### src/hdl/resistance_band_step_duty_controller_top_macros.svh
// assertion macros for the resistance band step duty controller
// used by the back end; no other dependencies
`ifndef RESISTANCE_BAND_STEP_DUTY_CONTROLLER_TOP_MACROS_SVH
`define RESISTANCE_BAND_STEP_DUTY_CONTROLLER_TOP_MACROS_SVH

`ifndef ASSERT_OFF
// a implies b in the same cycle
`define RBSD_ASSERT_IMPL(lbl, clk, rstn, a, b) \
  lbl: assert property (@(posedge clk) disable iff (!rstn) (a) |-> (b)) \
    else $error("rbsd assertion failed");
// a implies b in the next cycle
`define RBSD_ASSERT_NEXT(lbl, clk, rstn, a, b) \
  lbl: assert property (@(posedge clk) disable iff (!rstn) (a) |=> (b)) \
    else $error("rbsd assertion failed");
`else
`define RBSD_ASSERT_IMPL(lbl, clk, rstn, a, b)
`define RBSD_ASSERT_NEXT(lbl, clk, rstn, a, b)
`endif

`endif

### src/hdl/rbsd_pkg.sv
// shared types and constants for the resistance band step duty controller
// no dependencies
package rbsd_pkg;

  // converter resolution and field widths
  localparam int ADC_BITS = 10;
  localparam int CODE_W   = 10;
  localparam int REF_W    = 16;
  localparam int LIM_W    = 16;
  localparam int STEP_W   = 7;
  localparam int DUTY_W   = 8;
  localparam int CFG_W    = 16;
  localparam int IDX_W    = 3;
  localparam int DEN_W    = ADC_BITS + 1;
  localparam int NUM_W    = CODE_W + REF_W;
  localparam int MEAS_W   = 26;
  localparam int CNT_W    = $clog2(NUM_W);
  localparam int Q_DEPTH  = 2;
  localparam int QPTR_W   = $clog2(Q_DEPTH);
  localparam int QCNT_W   = $clog2(Q_DEPTH + 1);

  // reset values of the configuration registers
  localparam logic [REF_W-1:0]  SETPOINT_RST = 16'd5000;
  localparam logic [LIM_W-1:0]  FINE_LIM_RST = 16'd100;
  localparam logic [LIM_W-1:0]  MID_LIM_RST  = 16'd1000;
  localparam logic [STEP_W-1:0] FINE_STEP_RST   = 7'd1;
  localparam logic [STEP_W-1:0] MID_STEP_RST    = 7'd5;
  localparam logic [STEP_W-1:0] COARSE_STEP_RST = 7'd10;
  localparam logic [DUTY_W-1:0] DUTY_LIM_RST = 8'd100;
  localparam logic [REF_W-1:0]  REF_RST      = 16'd10000;

  // configuration register indexes
  typedef enum logic [IDX_W-1:0] {
    REG_SETPOINT    = 3'd0,
    REG_FINE_LIM    = 3'd1,
    REG_MID_LIM     = 3'd2,
    REG_FINE_STEP   = 3'd3,
    REG_MID_STEP    = 3'd4,
    REG_COARSE_STEP = 3'd5,
    REG_DUTY_LIM    = 3'd6,
    REG_REF         = 3'd7
  } cfg_idx_t;

  typedef struct packed {
    logic [REF_W-1:0]  setpoint;
    logic [LIM_W-1:0]  fine_lim;
    logic [LIM_W-1:0]  mid_lim;
    logic [STEP_W-1:0] fine_step;
    logic [STEP_W-1:0] mid_step;
    logic [STEP_W-1:0] coarse_step;
    logic [DUTY_W-1:0] duty_lim;
    logic [REF_W-1:0]  ref_ohms;
  } cfg_t;

  // one queued division job
  typedef struct packed {
    logic [NUM_W-1:0] num;
    logic [DEN_W-1:0] den;
  } q_item_t;

  // queue pop request from the back end
  typedef struct packed {
    logic pop;
  } q_ctl_t;

  typedef enum logic [1:0] {
    ST_IDLE,
    ST_DIV,
    ST_BAND,
    ST_OUT
  } back_state_t;

endpackage

### src/hdl/resistance_band_step_duty_controller_top.sv
// top level of the resistance band step duty controller
// depends on rbsd_pkg, rbsd_front, rbsd_queue and rbsd_back
//
// Each accepted converter word produces one result word. The front end masks the
// code, forms code*ref and the denominator, and drops the job into a two-entry
// queue; the back end pulls the job from the queue in its idle state, then runs a
// bit-serial restoring divider, one quotient bit per cycle, then a band select
// state and a duty update state. The back end works on one word at a time and
// takes the next job from the queue only once the last word has gone to the
// output register; a stalled result word holds the back end further. Register
// writes are taken at once.
module resistance_band_step_duty_controller_top (
  input  logic                          clk,
  input  logic                          rst_n,
  input  logic                          cfg_we,
  input  logic [rbsd_pkg::IDX_W-1:0]    cfg_index,
  input  logic [rbsd_pkg::CFG_W-1:0]    cfg_wdata,
  input  logic                          in_valid,
  output logic                          in_stall,
  input  logic [rbsd_pkg::CODE_W-1:0]   in_adc_code,
  output logic                          out_valid,
  input  logic                          out_stall,
  output logic [rbsd_pkg::DUTY_W-1:0]   out_duty,
  output logic [rbsd_pkg::MEAS_W-1:0]   out_measured_ohms,
  output logic                          out_raising
);
  import rbsd_pkg::*;

  cfg_t    cfg_r, cfg_nxt;
  q_item_t front_item;
  q_item_t q_head;
  q_ctl_t  qctl;
  logic    q_full;
  logic    q_valid;
  logic    push;

  // configuration registers
  always_comb begin
    cfg_nxt = cfg_r;
    if (cfg_we) begin
      unique case (cfg_idx_t'(cfg_index))
        REG_SETPOINT:    cfg_nxt.setpoint    = cfg_wdata[REF_W-1:0];
        REG_FINE_LIM:    cfg_nxt.fine_lim    = cfg_wdata[LIM_W-1:0];
        REG_MID_LIM:     cfg_nxt.mid_lim     = cfg_wdata[LIM_W-1:0];
        REG_FINE_STEP:   cfg_nxt.fine_step   = cfg_wdata[STEP_W-1:0];
        REG_MID_STEP:    cfg_nxt.mid_step    = cfg_wdata[STEP_W-1:0];
        REG_COARSE_STEP: cfg_nxt.coarse_step = cfg_wdata[STEP_W-1:0];
        REG_DUTY_LIM:    cfg_nxt.duty_lim    = cfg_wdata[DUTY_W-1:0];
        REG_REF:         cfg_nxt.ref_ohms    = cfg_wdata[REF_W-1:0];
        default:         cfg_nxt             = cfg_r;
      endcase
    end
  end

  always_ff @(posedge clk) begin
    if (!rst_n) begin
      cfg_r.setpoint    <= SETPOINT_RST;
      cfg_r.fine_lim    <= FINE_LIM_RST;
      cfg_r.mid_lim     <= MID_LIM_RST;
      cfg_r.fine_step   <= FINE_STEP_RST;
      cfg_r.mid_step    <= MID_STEP_RST;
      cfg_r.coarse_step <= COARSE_STEP_RST;
      cfg_r.duty_lim    <= DUTY_LIM_RST;
      cfg_r.ref_ohms    <= REF_RST;
    end else begin
      cfg_r <= cfg_nxt;
    end
  end

  // input handshake
  assign in_stall = q_full;
  assign push     = in_valid && !q_full;

  rbsd_front u_front (
    .in_adc_code (in_adc_code),
    .ref_ohms    (cfg_r.ref_ohms),
    .item        (front_item)
  );

  rbsd_queue u_queue (
    .clk       (clk),
    .rst_n     (rst_n),
    .push      (push),
    .push_item (front_item),
    .full      (q_full),
    .pop       (qctl.pop),
    .valid     (q_valid),
    .head      (q_head)
  );

  rbsd_back u_back (
    .clk               (clk),
    .rst_n             (rst_n),
    .cfg               (cfg_r),
    .head              (q_head),
    .qctl_out          (qctl),
    .q_valid           (q_valid),
    .out_valid         (out_valid),
    .out_stall         (out_stall),
    .out_duty          (out_duty),
    .out_measured_ohms (out_measured_ohms),
    .out_raising       (out_raising)
  );

endmodule

### src/hdl/rbsd_front.sv
// front end: masks the converter code, forms the divider numerator and denominator
// depends on rbsd_pkg
module rbsd_front (
  input  logic [rbsd_pkg::CODE_W-1:0] in_adc_code,
  input  logic [rbsd_pkg::REF_W-1:0]  ref_ohms,
  output rbsd_pkg::q_item_t           item
);
  import rbsd_pkg::*;

  localparam logic [CODE_W-1:0] CODE_MASK = CODE_W'((64'd1 << ADC_BITS) - 64'd1);
  localparam logic [DEN_W-1:0]  FULL      = DEN_W'(64'd1 << ADC_BITS);

  logic [CODE_W-1:0] code;

  // code * ref over (full scale - code)
  always_comb begin
    code      = in_adc_code & CODE_MASK;
    item.num  = NUM_W'(code) * NUM_W'(ref_ohms);
    item.den  = FULL - DEN_W'(code);
  end

endmodule

### src/hdl/rbsd_queue.sv
// two-entry queue between front and back ends
// depends on rbsd_pkg
module rbsd_queue (
  input  logic                clk,
  input  logic                rst_n,
  input  logic                push,
  input  rbsd_pkg::q_item_t   push_item,
  output logic                full,
  input  logic                pop,
  output logic                valid,
  output rbsd_pkg::q_item_t   head
);
  import rbsd_pkg::*;

  q_item_t           mem [Q_DEPTH];
  logic [QPTR_W-1:0] wr_ptr_r, wr_ptr_nxt;
  logic [QPTR_W-1:0] rd_ptr_r, rd_ptr_nxt;
  logic [QCNT_W-1:0] cnt_r, cnt_nxt;

  // pointer and fill count
  always_comb begin
    wr_ptr_nxt = wr_ptr_r;
    rd_ptr_nxt = rd_ptr_r;
    cnt_nxt    = cnt_r;
    if (push) begin
      wr_ptr_nxt = (wr_ptr_r == QPTR_W'(Q_DEPTH - 1)) ? '0 : wr_ptr_r + 1'b1;
    end
    if (pop) begin
      rd_ptr_nxt = (rd_ptr_r == QPTR_W'(Q_DEPTH - 1)) ? '0 : rd_ptr_r + 1'b1;
    end
    if (push && !pop) begin
      cnt_nxt = cnt_r + 1'b1;
    end else if (pop && !push) begin
      cnt_nxt = cnt_r - 1'b1;
    end
  end

  always_ff @(posedge clk) begin
    if (!rst_n) begin
      wr_ptr_r <= '0;
      rd_ptr_r <= '0;
      cnt_r    <= '0;
    end else begin
      wr_ptr_r <= wr_ptr_nxt;
      rd_ptr_r <= rd_ptr_nxt;
      cnt_r    <= cnt_nxt;
    end
  end

  // storage
  always_ff @(posedge clk) begin
    if (push) begin
      mem[wr_ptr_r] <= push_item;
    end
  end

  assign full  = (cnt_r == QCNT_W'(Q_DEPTH));
  assign valid = (cnt_r != '0);
  assign head  = mem[rd_ptr_r];

endmodule

### src/hdl/rbsd_back.sv
// back end: bit-serial divider, band select, duty update and output register
// depends on rbsd_pkg and the assertion macro header
`include "resistance_band_step_duty_controller_top_macros.svh"
module rbsd_back (
  input  logic                          clk,
  input  logic                          rst_n,
  input  rbsd_pkg::cfg_t                cfg,
  input  rbsd_pkg::q_item_t             head,
  output rbsd_pkg::q_ctl_t              qctl_out,
  input  logic                          q_valid,
  output logic                          out_valid,
  input  logic                          out_stall,
  output logic [rbsd_pkg::DUTY_W-1:0]   out_duty,
  output logic [rbsd_pkg::MEAS_W-1:0]   out_measured_ohms,
  output logic                          out_raising
);
  import rbsd_pkg::*;

  back_state_t       state_r, state_nxt;
  logic [CNT_W-1:0]  cnt_r, cnt_nxt;
  logic [NUM_W-1:0]  num_r, num_nxt;
  logic [DEN_W-1:0]  den_r, den_nxt;
  logic [DEN_W-1:0]  rem_r, rem_nxt;
  logic              up_r, up_nxt;
  logic [STEP_W-1:0] step_r, step_nxt;
  logic [DUTY_W-1:0] duty_level_r, duty_level_nxt;
  logic              out_valid_r, out_valid_nxt;
  logic [DUTY_W-1:0] out_duty_r;
  logic [MEAS_W-1:0] out_meas_r;
  logic              out_raising_r;
  logic              load_out;

  logic [DEN_W:0]    rem_sh;
  logic              ge;
  logic [MEAS_W-1:0] meas;
  logic [MEAS_W-1:0] sp_ext;
  logic [MEAS_W-1:0] mag;
  logic              up_now;
  logic [DUTY_W:0]   sum;
  logic [DUTY_W-1:0] nd;

  // one restoring divide step
  always_comb begin
    rem_sh = {rem_r, num_r[NUM_W-1]};
    ge     = (rem_sh >= {1'b0, den_r});
  end

  // error magnitude against setpoint
  always_comb begin
    meas   = MEAS_W'(num_r);
    sp_ext = MEAS_W'(cfg.setpoint);
    up_now = (meas > sp_ext);
    mag    = up_now ? meas - sp_ext : sp_ext - meas;
  end

  // saturated duty update
  always_comb begin
    sum = '0;
    if (up_r) begin
      sum = {1'b0, duty_level_r} + (DUTY_W + 1)'(step_r);
    end else if ({1'b0, duty_level_r} > (DUTY_W + 1)'(step_r)) begin
      sum = {1'b0, duty_level_r} - (DUTY_W + 1)'(step_r);
    end
    nd = (sum > {1'b0, cfg.duty_lim}) ? cfg.duty_lim : sum[DUTY_W-1:0];
  end

  // sequencer
  always_comb begin
    state_nxt      = state_r;
    cnt_nxt        = cnt_r;
    num_nxt        = num_r;
    den_nxt        = den_r;
    rem_nxt        = rem_r;
    up_nxt         = up_r;
    step_nxt       = step_r;
    duty_level_nxt = duty_level_r;
    qctl_out.pop   = 1'b0;
    load_out       = 1'b0;
    unique case (state_r)
      ST_IDLE: begin
        if (q_valid) begin
          qctl_out.pop = 1'b1;
          num_nxt      = head.num;
          den_nxt      = head.den;
          rem_nxt      = '0;
          cnt_nxt      = '0;
          state_nxt    = ST_DIV;
        end
      end
      ST_DIV: begin
        rem_nxt = ge ? DEN_W'(rem_sh - {1'b0, den_r}) : rem_sh[DEN_W-1:0];
        num_nxt = {num_r[NUM_W-2:0], ge};
        cnt_nxt = cnt_r + 1'b1;
        if (cnt_r == CNT_W'(NUM_W - 1)) begin
          state_nxt = ST_BAND;
        end
      end
      ST_BAND: begin
        up_nxt = up_now;
        priority if (mag < MEAS_W'(cfg.fine_lim)) begin
          step_nxt = cfg.fine_step;
        end else if (mag < MEAS_W'(cfg.mid_lim)) begin
          step_nxt = cfg.mid_step;
        end else begin
          step_nxt = cfg.coarse_step;
        end
        state_nxt = ST_OUT;
      end
      ST_OUT: begin
        if (!out_valid_r || !out_stall) begin
          load_out       = 1'b1;
          duty_level_nxt = nd;
          state_nxt      = ST_IDLE;
        end
      end
      default: state_nxt = ST_IDLE;
    endcase
  end

  // output slot occupancy
  always_comb begin
    out_valid_nxt = out_valid_r;
    if (load_out) begin
      out_valid_nxt = 1'b1;
    end else if (out_valid_r && !out_stall) begin
      out_valid_nxt = 1'b0;
    end
  end

  // control registers
  always_ff @(posedge clk) begin
    if (!rst_n) begin
      state_r      <= ST_IDLE;
      cnt_r        <= '0;
      duty_level_r <= '0;
      out_valid_r  <= 1'b0;
    end else begin
      state_r      <= state_nxt;
      cnt_r        <= cnt_nxt;
      duty_level_r <= duty_level_nxt;
      out_valid_r  <= out_valid_nxt;
    end
  end

  // datapath and output word
  always_ff @(posedge clk) begin
    num_r  <= num_nxt;
    den_r  <= den_nxt;
    rem_r  <= rem_nxt;
    up_r   <= up_nxt;
    step_r <= step_nxt;
    if (load_out) begin
      out_duty_r    <= nd;
      out_meas_r    <= MEAS_W'(num_r);
      out_raising_r <= up_r;
    end
  end

  assign out_valid         = out_valid_r;
  assign out_duty          = out_duty_r;
  assign out_measured_ohms = out_meas_r;
  assign out_raising       = out_raising_r;

  // partial remainder stays below the divisor
  `RBSD_ASSERT_IMPL(a_rem_below_den, clk, rst_n, state_r == ST_DIV, rem_r < den_r)
  // a shown word carries the stored duty
  `RBSD_ASSERT_IMPL(a_out_duty_stored, clk, rst_n, out_valid_r, out_duty_r == duty_level_r)
  // a word is never loaded over one still waiting
  `RBSD_ASSERT_IMPL(a_no_overwrite, clk, rst_n, load_out && out_valid_r, !out_stall)
  // after loading, the sequencer is back to idle
  `RBSD_ASSERT_NEXT(a_load_to_idle, clk, rst_n, load_out, state_r == ST_IDLE)

endmodule
### config.mk
export PLATFORM = sky130hd
export DESIGN_NAME = resistance_band_step_duty_controller_top
export DESIGN_NICKNAME = d
export VERILOG_FILES = /design/src/hdl/rbsd_pkg.sv /design/src/hdl/resistance_band_step_duty_controller_top.sv /design/src/hdl/rbsd_front.sv /design/src/hdl/rbsd_queue.sv /design/src/hdl/rbsd_back.sv
export VERILOG_INCLUDE_DIRS = /design/src /design/src/hdl
export SDC_FILE = /design/constraint.sdc
export NUM_CORES = 1
export LEC_CHECK = 0
export ABC_CLOCK_PERIOD_IN_PS = 8200
export BUFFER_PORTS_ARGS = -buffer_cell sky130_fd_sc_hd__buf_4
export CAP_MARGIN = 10
export CORE_AREA = 4 4 220 222
export DETAILED_ROUTE_END_ITERATION = 10
export DIE_AREA = 0 0 224 226
export PLACE_DENSITY = 0.59
export SLEW_MARGIN = 20
export SYNTH_ARGS = -nofsm -noshare
export SYNTH_HDL_FRONTEND = slang
export SYNTH_HIERARCHICAL = 1
export SYNTH_SLANG_ARGS = --single-unit
### constraint.sdc
create_clock -name clk -period 8.2 [get_ports clk]
set_input_delay 1.23 -clock clk [delete_from_list [all_inputs] [get_ports clk]]
set_output_delay 1.23 -clock clk [all_outputs]
set_load 0.05 [all_outputs]
After elaboration in Yosys (flattened, before gate mapping)

Memory sizes are Yosys's and may differ from the RTL's. A register that Yosys moved wholly into a read port is not among the register bits.
Index checks and enable logic that the tools add are counted.

Register bits after elaboration: 204
Bits in writable memories: 74
Bits of input ports: 34
Output and inout port bits: 37
Word-level logic and storage cells: 116
Memories: 1

Memories:

| name        | words | bits a word | read ports | clocked after Yosys merged registers in | wr ports | RTL line         | RTL |
|---|---|---|---|---|---|---|---|
| u_queue.mem | 2     | 37          | 1          | 1                                       | 1        | rbsd_queue.sv:15 | `q_item_t mem [Q_DEPTH];` |

$add $sub $neg: 11
Multipliers: 1
Magnitude comparators: 6
Equality and inequality tests: 15
Mux-type cells: 31
Reductions and logical operators: 28

Operator list:

| operator                 | number |
|---|---|
| $lt A26 B16 Y1           | 2 |
| $mux W26                 | 2 |
| $pmux W26 S2             | 1 |
| $gt A26 B16 Y1           | 1 |
| $mul A10 B16 Y26         | 1 |
| $sub A16 B26 Y26         | 1 |
| $sub A26 B16 Y26         | 1 |
| $mux W11                 | 2 |
| $pmux W11 S2             | 1 |
| $reduce_and A2 Y1        | 11 |
| $mux W9                  | 2 |
| $mux W7                  | 2 |
| $eq A3 B3 Y1 const B     | 4 |
| $ge A12 B11 Y1           | 1 |
| $mux W1                  | 12 |
| $sub A11 B10 Y11 const A | 1 |
| $sub A11 B11 Y11         | 1 |
| $mux W2                  | 5 |
| $pmux W5 S2              | 1 |
| $add A8 B7 Y9            | 1 |
| $gt A9 B8 Y1             | 1 |
| $sub A8 B7 Y9            | 1 |
| $gt A8 B7 Y1             | 1 |
| $mux W8                  | 1 |
| other kinds (20)         | 35 |

Longest topological paths before layout

Gate-level depths: netlist (run 1).

Word-level depth: 7
Mapped depth: 21
Mapped depth without buffers: 20

Cells and area by module

Netlist (run 1), hierarchy kept.

By module, submodules not included:

| module                                   | instances | cells an instance | area each (um2) | seq. area each (um2) |
|---|---|---|---|---|
| rbsd_back                                | 1         | 930               | 8,714.6         | 3,052.9 |
| rbsd_front                               | 1         | 646               | 5,432.7         | 0.0 |
| resistance_band_step_duty_controller_top | 1         | 348               | 3,612.2         | 1,861.8 |
| rbsd_queue                               | 1         | 137               | 2,899.0         | 2,322.2 |

Least setup slack after synthesis (run 1)

No wires, ideal clock.

Path kind: input -> register
Start point: input port in_adc_code[3] (netlist name)
End point: memory u_queue/mem[0][31] (netlist name), data pin
Setup time: 0.269 ns
Arrival: 6.111 ns
Data required time: 7.931 ns
Setup slack: 1.820 ns
Cell stages on the path: 18
Buffers on the path: 2
Path through: clkbuf_1 > clkbuf_1 > nand2_1 > fa_1 > inv_1 > fa_1 > fa_1 > fa_1 > inv_1 > fa_1 > inv_1 > ha_1 > a21o_1 > o21bai_1 > a32oi_1 > o41ai_4 > a211o_1 > xor2_1

RTL lines:

| what        | RTL line                                       | RTL |
|---|---|---|
| from (decl) | resistance_band_step_duty_controller_top.sv:20 | `input logic [rbsd_pkg::CODE_W-1:0] in_adc_code,` |
| to (decl)   | rbsd_queue.sv:15                               |  |

==> results_dict.tcl, run 1 <==
set metrics [dict create \
    ys.flop_type "edfxtp_1" \
    first_global_vias 14708 \
    maxCapViolCount 0 \
    cts_setup_buffers 0 \
    run_status "finished clean" \
    gp_congestion 0.901 \
    fin_cells 2698 \
    critPathKind "input pin to register" \
    period_share_pct 71.5 \
    synth_cell_type_count 102 \
    power.share.clock_pct 18.1 \
    track_usage_pct 20.4 \
    critPathArrivalTime_ns 6.15 \
    hold_start "cfg_r[68]" \
    hold_viol 0 \
    drt_iter0_drc 937 \
    drt_first_pass_iters 5 \
    syn_area_um2 20700 \
    clock_latency_ns 0.57 \
    ys_top_cells_by_count "inv_1 (236), nand2_1 (227), edfxtp_1 (165)" \
    yosysMostFrequentCell "inv_1" \
    finish.utilization_pct 48.4 \
    seq_power_share_pct 31.5 \
    portBuffers 70 \
    vias_per_cell 5.45 \
    dp_cells 2642 \
    grt_max_degree 76 \
    drc_errors 0 \
    yosysTopAreaCellShare_pct 24.0 \
    cts_buffers 29 \
    ys_seq_area_share_pct 35.0 \
    cts.clk_slew.worst_paths_ns 0.06 \
    yosysWarnings 6 \
    ioPinCount 71 \
    ant_nets 0 \
    startpoint_type "input pin" \
    dp_hpwl_um 39500 \
    placementRows 79 \
    worst_pin_slew_ns 1.07 \
    fmax_mhz 171 \
    syn-num-nets 2374 \
    grt_pass1_wl_um 82600 \
    crit_path_max_fanout 20 \
    drive_gt1_share_pct 11.3 \
    cts_root_buf "clkbuf_16" \
    drt-total-wl_um 52100 \
    finalSetupViolCount 0 \
    die_h_um 226 \
    h-tree-depth 1 \
    synth.avg_cell_area_um2 10.0 \
    slew_headroom_pct 28.9 \
    ctsHoldBuffers 0 \
    die_w_um 224 \
    clock-sinks 279 \
    gr-total-overflow 0 \
    rsz0062_at_grt "no" \
    internal_power_mw 4.06 \
    power_frac_comb_pct 50.4 \
    netlist_instances 2061 \
    synth_edf_count 165 \
    netSwitchingPower_mw 3.01 \
    nNetsFinal 2379 \
    period_needed_ns 5.86 \
    grt_antenna_before_repair 1 \
    leakage_nw 9.80 \
    maxSlewViolCount 0 \
    synthArstFlopShare_pct 0 \
    crit_required_ns 8.49 \
    powerDensity_nw_per_um2 315 \
    synth_top_area_cell "edfxtp_1" \
    vias 14708 \
    skew_ns 0.0305 \
    ys_ff_latch 279 \
    area_growth_pct 8.62 \
    tns_ns 0 \
    die_area_um2 50600 \
    p_sw_share_pct 42.5 \
    core_um2 46400 \
    routedWlPerCell_um 19.3 \
    rr_startpoint "u_back/meas[9]" \
    min_path_type "register to register" \
    ir_drop_v 0.000177 \
    start_util_pct 44.6 \
    cts_tree "done" \
    cts_buffer_depth 3 \
    synthTopCellsByArea "edfxtp_1 (24%), fa_1 (11%), dfxtp_1 (11%), ha_1 (9.9%), mux2i_1 (4.9%)" \
    fillerInstances 4251 \
    end_kind "register" \
    crit_start "in_adc_code[2]" \
    cts_resized 0 \
]
registers in the layout, summed over array words and instances (netlist names), 7 cells and up, named ones only:
register                  count
u_back/den_r                 11
u_back/out_measured_ohms     26
u_back/duty_level_r           8
u_back/rem_r                 11
u_back/step_r                 7
u_back/meas                  26
u_back/out_duty               8
cfg_r                        93
u_queue/mem                  74
kinds of logic after synthesis:
kind of cell    after synthesis  synth area share, %
buf+inv                     344                 6.92
flops                       279                 35.0
compound gates              340                 11.3
simple gates                595                 14.7
xor+xnor                     57                 2.42
fa+ha+maj                   279                 21.1
mux                         167                 8.49
power groups by stage:
stage	logic, mW	registers (mW)	clock network, mW
global placement	3.46	2.25	0
finish	3.57	2.22	1.28
detailed placement	3.51	2.26	0
CTS	3.54	2.23	1.32
global route	3.98	2.25	1.37
floorplan	2.61	2.17	0
metrics by stage:
step	instance area [um^2]	worst slack (ns)	power, mW	hold slack (ns)
6_report	22400	2.34	7.07	0.457
5_1_grt	22400	2.08	7.60	0.476
4_1_cts	22400	2.41	7.09	0.457
3_5_place_dp	21500	1.81	5.78	0.448
3_3_place_gp	21500	1.91	5.72	0.445
2_1_floorplan	20700	1.82	4.78	0.424
worst max-delay path: stages:
cell     delay (ns)
buf_4          0.25
nand2_1        0.12
fa_1           0.53
inv_1          0.05
fa_1           0.52
fa_1           0.45
fa_1           0.56
inv_1          0.06
fa_1           0.52
inv_1          0.04
ha_1           0.37
a21oi_1        0.30
o21ai_0        0.18
a32oi_1        0.35
o41ai_4        0.16
a211o_1        0.30
xor2_1         0.15
cells in the final DEF (no fill, tap or decap), types with 8 or more instances in the layout:
cell type  instances
inv_1            235
nand2_1          227
edfxtp_1         165
ha_1             164
fa_1             115
dfxtp_1          114
mux2i_1          102
a21oi_1           94
and2_1            91
buf_4             80
nor2_1            65
mux2_2            64
o21ai_0           58
nor2b_1           53
nand3_1           37
xnor2_1           33
clkbuf_16         29
nor3_1            26
a21o_1            25
xor2_1            24
nand4_1           21
o21a_1            19
o211ai_1          16
o21ai_1           13
a211oi_1          12
clkbuf_1           8
o21bai_1           8
or2_2              8
and3_1             8
a31oi_1            8
area by class of cell:
cell class                 count  area, um^2  area share (%)
antenna                        2        5.00          0.0223
clock buffer                  40         797            3.55
clock inverter                14         126           0.563
inverter                     238         893            3.98
multi-input combinational   1438       12000            53.6
sequential                   279        7240            32.2
tap                          607         759            3.38
timing repair buffer          80         601            2.68
metal layers:
layer / up-vias / routed length [um] / track usage [%]
li1: 7085 / - / -
met1: 7201 / 24200 / 28.7
met2: 360 / 24500 / 34.2
met3: 62 / 2190 / 2.05
met4: 0 / 1190 / 5.21
met5: - / 0 / 0
path summary, 6_finish.rpt:
kind	to	slack, ns	cells past startpoint
worst min-delay path	cfg_r[68]	0.46	2
worst min register to register	cfg_r[68]	0.46	2
worst max register to register	u_back/step_r[4]	2.42	17
worst max-delay path	u_queue/mem[1][31]	2.34	17
No activity file was read; power rests on OpenSTA's default activity.
==> run 2: changes to the inputs <==
- ABC_CLOCK_PERIOD_IN_PS: 8200 -> 4900
- PLACE_DENSITY: 0.59 -> 0.62
- clock period: 8.2 -> 4.9 ns (I/O delays scaled with it)
==> results_dict.tcl, run 2 (synthesis results as in run 1) <==
set metrics [dict create \
    track_usage_pct 21.4 \
    crit_slowest_cell "fa_1" \
    leakage_nw 10.9 \
    largest_register_ffs 93 \
    drt_first_pass_iters 5 \
    final_cell_mix "buf_4 (270), inv_1 (226), nand2_1 (217)" \
    hold_viol 0 \
    power.share.clock_pct 17.2 \
    top_regs "cfg_r: 93 flops, u_queue/mem: 74 flops" \
    die_h_um 226 \
    routedWlPerCell_um 18.9 \
    rsz0062_at_grt "yes" \
    cts_root_buf "clkbuf_16" \
    die_w_um 224 \
    cp_common_cell "fa_1" \
    netSwitchingPower_mw 5.65 \
    min_path_type "input pin to register" \
    vias_per_cell 5.35 \
    critPathKind "register to register" \
    holdPathStages 3 \
    seq_power_share_pct 26.1 \
    placementRows 79 \
    fmax_mhz 203 \
    failed_checks "setup timing" \
    crit_start "cfg_r[11]" \
    cp_top_family "adder cells" \
    run_status "finished, violations left" \
    r2r_end "u_queue/mem[1][35]" \
    cts_tree "done" \
    core_um2 46400 \
    vias 15541 \
    startpoint_type "register" \
    critPathBufInv 5 \
    die_area_um2 50600 \
    rr_startpoint "cfg_r[11]" \
    gp_congestion 0.901 \
    gr-total-overflow 0 \
    r2r_cells 16 \
    powerDensity_nw_per_um2 559 \
    power_frac_comb_pct 56.7 \
    crit_chain "buf_6 > and2_4 > fa_1 > fa_1 > fa_1 > fa_1 > inv_1 > fa_1 > inv_2 > ha_4 > nand4_1 > buf_4 > o41ai_4 > buf_4 > o221ai_2 > xnor2_1" \
    crit_required_ns 5.20 \
    ctsHoldBuffers 0 \
    end_kind "register" \
    maxSlewViolCount 0 \
    layout.cells.most_common "buf_4" \
    regMostFlops "cfg_r" \
    rrSetupSlack_ns -0.03 \
    internal_power_mw 8.18 \
    ant_nets 0 \
    portBuffers 70 \
    h-tree-depth 1 \
    setup_ws_ns -0.0268 \
    antenna_cells 0 \
    hold_start "cfg_wdata[1]" \
    dp_hpwl_um 42700 \
    grt_pass1_wl_um 86800 \
    area_growth_pct 19.7 \
    max_stage_delay_ns 0.58 \
    slew_headroom_pct 31.6 \
    first_global_vias 15790 \
    clock-sinks 279 \
    fillerInstances 4079 \
    p_sw_share_pct 40.9 \
    start_util_pct 44.6 \
    cts_buffer_depth 3 \
    cts_buffers 31 \
    grt_antenna_before_repair 0 \
    worst_pin_slew_ns 1.02 \
    period_needed_ns 4.93 \
    cts.clk_slew.worst_paths_ns 0.06 \
    drc_errors 0 \
    whs_endpoint "cfg_r[25]" \
    placed_cell_area_um2 23100 \
    drt_iter0_drc 1047 \
    drive_gt1_share_pct 23.8 \
    tns_ns -0.157 \
    nNetsFinal 2588 \
    grt_max_degree 80 \
    crit_path_max_fanout 4 \
    hold_ws_ns 0.423 \
    period_share_pct 101 \
    skew_ns 0.0266 \
    clock_latency_ns 0.58 \
    finalInstanceArea_um2 24700 \
    pre_cts_ws_ns -0.615 \
    finalSetupViolCount 11 \
    critPathArrivalTime_ns 5.23 \
    maxCapViolCount 0 \
    drt-total-wl_um 54900 \
    ioPinCount 71 \
    ir_drop_v 0.000334 \
]
run 2: changes by cell type in the layout (fill, tap and decap cells not counted), moves of 9 or more:
cell and delta:
ha_4 +14, dfxtp_1 -10, buf_4 +190, inv_2 +9
inv_1 -9, a21oi_2 +9, a21oi_1 -10, nand2_2 +9
buf_6 +11, nand2_1 -10, ha_1 -15
run 2: stage by stage:
step                utilization, %  cells  total power [mW]
floorplan                        -   2061              8.19
global placement              49.8   2825              10.7
detailed placement            49.8   2825              10.9
CTS                           52.8   2901              13.6
global route                  53.4   2907              14.8
finish                        53.4   2907              13.8
run 2: timing repair:
action                     in CTS  in global routing
pin swaps                      51                 19
cloned                          0                  0
setup buffers                  19                  4
gates resized for setup        53                 42
setup endpoints to repair      37                 33
run 2: layer usage:
metal	vias to the layer above	GRT usage (%)	share of wire [%]	wire length [um]
met4	0	5.87	2.4	1320
met3	70	2.39	4.5	2460
met5	-	0	0	0
met1	7613	29.2	45	24700
li1	7508	-	-	-
met2	350	36.5	48	26400
run 2: final cells by class:
type | instances | area (um^2) | share of cell area [%]
clock inverter | 17 | 184 | 0.744
clock buffer | 41 | 863 | 3.49
tap | 607 | 759 | 3.07
timing repair buffer | 287 | 2270 | 9.18
multi-input combinational | 1438 | 12500 | 50.5
inverter | 238 | 893 | 3.61
sequential | 279 | 7260 | 29.4
run 2: worst max-delay path by stage:
stage / to / slack [ns] / cells past startpoint
5_1_grt: u_queue/mem[0][28] / -0.20 / 17
3_5_place_dp: u_queue/mem[0][28] / -0.61 / 18
2_1_floorplan: u_queue/mem[0][31] / -0.40 / 17
3_3_place_gp: u_queue/mem[0][36] / -0.53 / 18
4_1_cts: u_queue/mem[0][31] / -0.03 / 16
6_report: u_queue/mem[1][35] / -0.03 / 16
run 2: power groups by stage:
| stage | logic (mW) | clock network (mW) | registers (mW) |
|---|---|---|---|
| 2_1_floorplan | 4.56 | 0 | 3.63 |
| 3_3_place_gp | 7.08 | 0 | 3.64 |
| 3_5_place_dp | 7.21 | 0 | 3.66 |
| 4_1_cts | 7.54 | 2.43 | 3.61 |
| 5_1_grt | 8.57 | 2.53 | 3.66 |
| 6_report | 7.85 | 2.38 | 3.60 |
run 2: tightest hold or removal path, stage by stage:
cell,delay [ns]
buf_4,0.08
nor2b_1,0.04
mux2i_1,0.10
==> run 3: changes to the inputs <==
- ABC_AREA: unset -> 1
- CORE_AREA: 4 4 220 222 -> 4 4 226 228
- DIE_AREA: 0 0 224 226 -> 0 0 230 232
==> results_dict.tcl, run 3 <==
set metrics [dict create \
    ir_drop_v 0.000286 \
    placed_cell_area_um2 23700 \
    clock-sinks 279 \
    die_h_um 232 \
    hold_start "cfg_wdata[1]" \
    cts.clk_slew.worst_paths_ns 0.06 \
    finalSetupViolCount 0 \
    grt_max_degree 65 \
    h-tree-depth 1 \
    powerDensity_nw_per_um2 560 \
    min_path_type "input pin to register" \
    startpoint_type "register" \
    finalInstanceArea_um2 24900 \
    hold_ws_ns 0.379 \
    drive_gt1_share_pct 12.5 \
    end_kind "register" \
    area_growth_pct 13.6 \
    core_um2 48800 \
    drc_errors 0 \
    syn_area_um2 21900 \
    synth_edf_count 165 \
    placementRows 81 \
    die_area_um2 53400 \
    ctsHoldBuffers 0 \
    ioPinCount 71 \
    synth_cell_type_count 59 \
    finish.utilization_pct 50.9 \
    first_global_vias 18180 \
    drt-total-wl_um 57900 \
    maxCapViolCount 0 \
    routedWlPerCell_um 15.9 \
    dp_hpwl_um 46300 \
    yosysMostFrequentCell "nand2_1" \
    r2r_cells 17 \
    vias_per_cell 4.97 \
    fillerInstances 4764 \
    hold_viol 0 \
    die_w_um 230 \
    top_regs "cfg_r: 93 flops, u_queue/mem: 74 flops" \
    crit_end "u_queue/mem[0][31]" \
    rrSetupSlack_ns 0.17 \
    yosysTopAreaCellShare_pct 22.6 \
    drt_first_pass_iters 6 \
    crit_path_max_fanout 5 \
    critPathArrivalTime_ns 5.06 \
    synth.avg_cell_area_um2 7.73 \
    synth_top_area_cell "edfxtp_1" \
    layout.cells.most_common "nand2_1" \
    r2r_end "u_queue/mem[0][31]" \
    regMostFlops "cfg_r" \
    track_usage_pct 21.6 \
    ys_seq_area_share_pct 33.1 \
    gp_congestion 0.930 \
    crit_required_ns 5.23 \
    nNetsFinal 3265 \
    period_share_pct 96.5 \
    clock_latency_ns 0.59 \
    tns_ns 0 \
    maxSlewViolCount 0 \
    critPathKind "register to register" \
    final_cell_mix "nand2_1 (799), inv_1 (551), nor2_1 (234)" \
    cts_buffer_depth 3 \
    run_status "finished clean" \
    grt_pass1_wl_um 93600 \
    ys.flop_type "edfxtp_1" \
    gr-total-overflow 0 \
    rr_startpoint "cfg_r[11]" \
    leakage_nw 12.7 \
    largest_register_ffs 93 \
    synthArstFlopShare_pct 0 \
    fmax_mhz 211 \
    cts_tree "done" \
    crit_start "cfg_r[11]" \
    ys_top_cells_by_count "nand2_1 (803), inv_1 (551), nor2_1 (236)" \
    cts_buffers 31 \
    slew_headroom_pct 41.7 \
    start_util_pct 44.8 \
    skew_ns 0.0104 \
    drt_iter0_drc 1213 \
    period_needed_ns 4.73 \
    worst_pin_slew_ns 0.873 \
    synthTopCellsByArea "edfxtp_1 (23%), nand2_1 (14%), fa_1 (11%), dfxtp_1 (10%), inv_1 (9.4%)" \
    netlist_instances 2833 \
    portBuffers 70 \
    p_total_mw 13.9 \
    ys_ff_latch 279 \
    grt_antenna_before_repair 1 \
    syn-num-nets 3146 \
    antenna_cells 0 \
    yosysWarnings 6 \
    ant_nets 0 \
    vias 18081 \
    cts_root_buf "clkbuf_16" \
]
[run 3: cell count changes after synthesis, sizes merged, moves of 15 or more]
cell / before / now
nor2b: 54 / 0
o21a: 19 / 2
and2: 91 / 2
inv: 236 / 568
nand2: 227 / 827
nor2: 67 / 269
a21o: 25 / 1
clkbuf: 64 / 35
mux2: 65 / 37
nand3: 37 / 163
mux2i: 102 / 2
o211ai: 17 / 2
xnor2: 33 / 16
[run 3: cell type report]
class / count / area, um^2 / area share (%)
tap: 664 / 831 / 3.34
clock buffer: 36 / 815 / 3.27
sequential: 279 / 7260 / 29.2
inverter: 570 / 2140 / 8.60
timing repair buffer: 167 / 1310 / 5.25
multi-input combinational: 1903 / 12200 / 49.2
clock inverter: 22 / 285 / 1.15
[run 3: metal layers]
layer,global-route usage [%],part of all wire (%),up-vias
met3,2.33,5.0,95
met5,0,0,-
met1,28.1,44,8546
met4,7.47,3.4,0
li1,-,-,9012
met2,37.6,48,428
[run 3: report_power, final]
group          switching (mW)  total, mW  internal, mW
Clock                   0.987       2.50          1.51
Sequential              0.327       3.68          3.35
Combinational            4.94       7.75          2.81
Total                    6.26       13.9          7.67
[run 3: metrics by stage]
stage | std cells | setup WS [ns]
2_1_floorplan | 2833 | -0.0124
3_3_place_gp | 3578 | -0.218
3_5_place_dp | 3578 | -0.224
4_1_cts | 3636 | 0.00311
5_1_grt | 3641 | -0.0100
6_report | 3641 | 0.171
[run 3: cell families (layout without fill, tap and decap cells)]
group	count (synthesis)	after routing	share of synthesized area (%)
compound gates	208	208	5.23
xor+xnor	43	43	1.72
fa+ha+maj	279	279	19.9
buf+inv	651	795	11.8
flops	279	279	33.1
mux	39	39	2.51
simple gates	1334	1334	25.8
[run 3: worst min path at each step]
| stage | to | slack, ns | depth (start not counted) |
|---|---|---|---|
| after floorplan | cfg_r[10] | 0.43 | 2 |
| after global placement | cfg_r[25] | 0.44 | 2 |
| after detailed placement | cfg_r[27] | 0.44 | 2 |
| after CTS | cfg_r[25] | 0.36 | 3 |
| after global routing | cfg_r[25] | 0.39 | 3 |
| final | cfg_r[25] | 0.38 | 3 |
[run 3: critical path, cell delays in order (launching register included)]
cell	delay, ns
dfxtp_4	0.41
buf_4	0.13
nand2_1	0.06
fa_1	0.51
inv_1	0.07
fa_1	0.55
fa_1	0.45
fa_1	0.58
inv_1	0.07
fa_1	0.52
inv_1	0.06
ha_4	0.29
nand2_1	0.08
buf_4	0.13
nor3_1	0.24
nand2_1	0.15
nand3_1	0.09
nand2_1	0.07
[run 3: what timing repair did]
action,4_1_cts,5_1_grt
pin swaps,0,11
endpoints found under the setup margin,18,35
buffers inserted,0,4
gates resized for setup,2,22
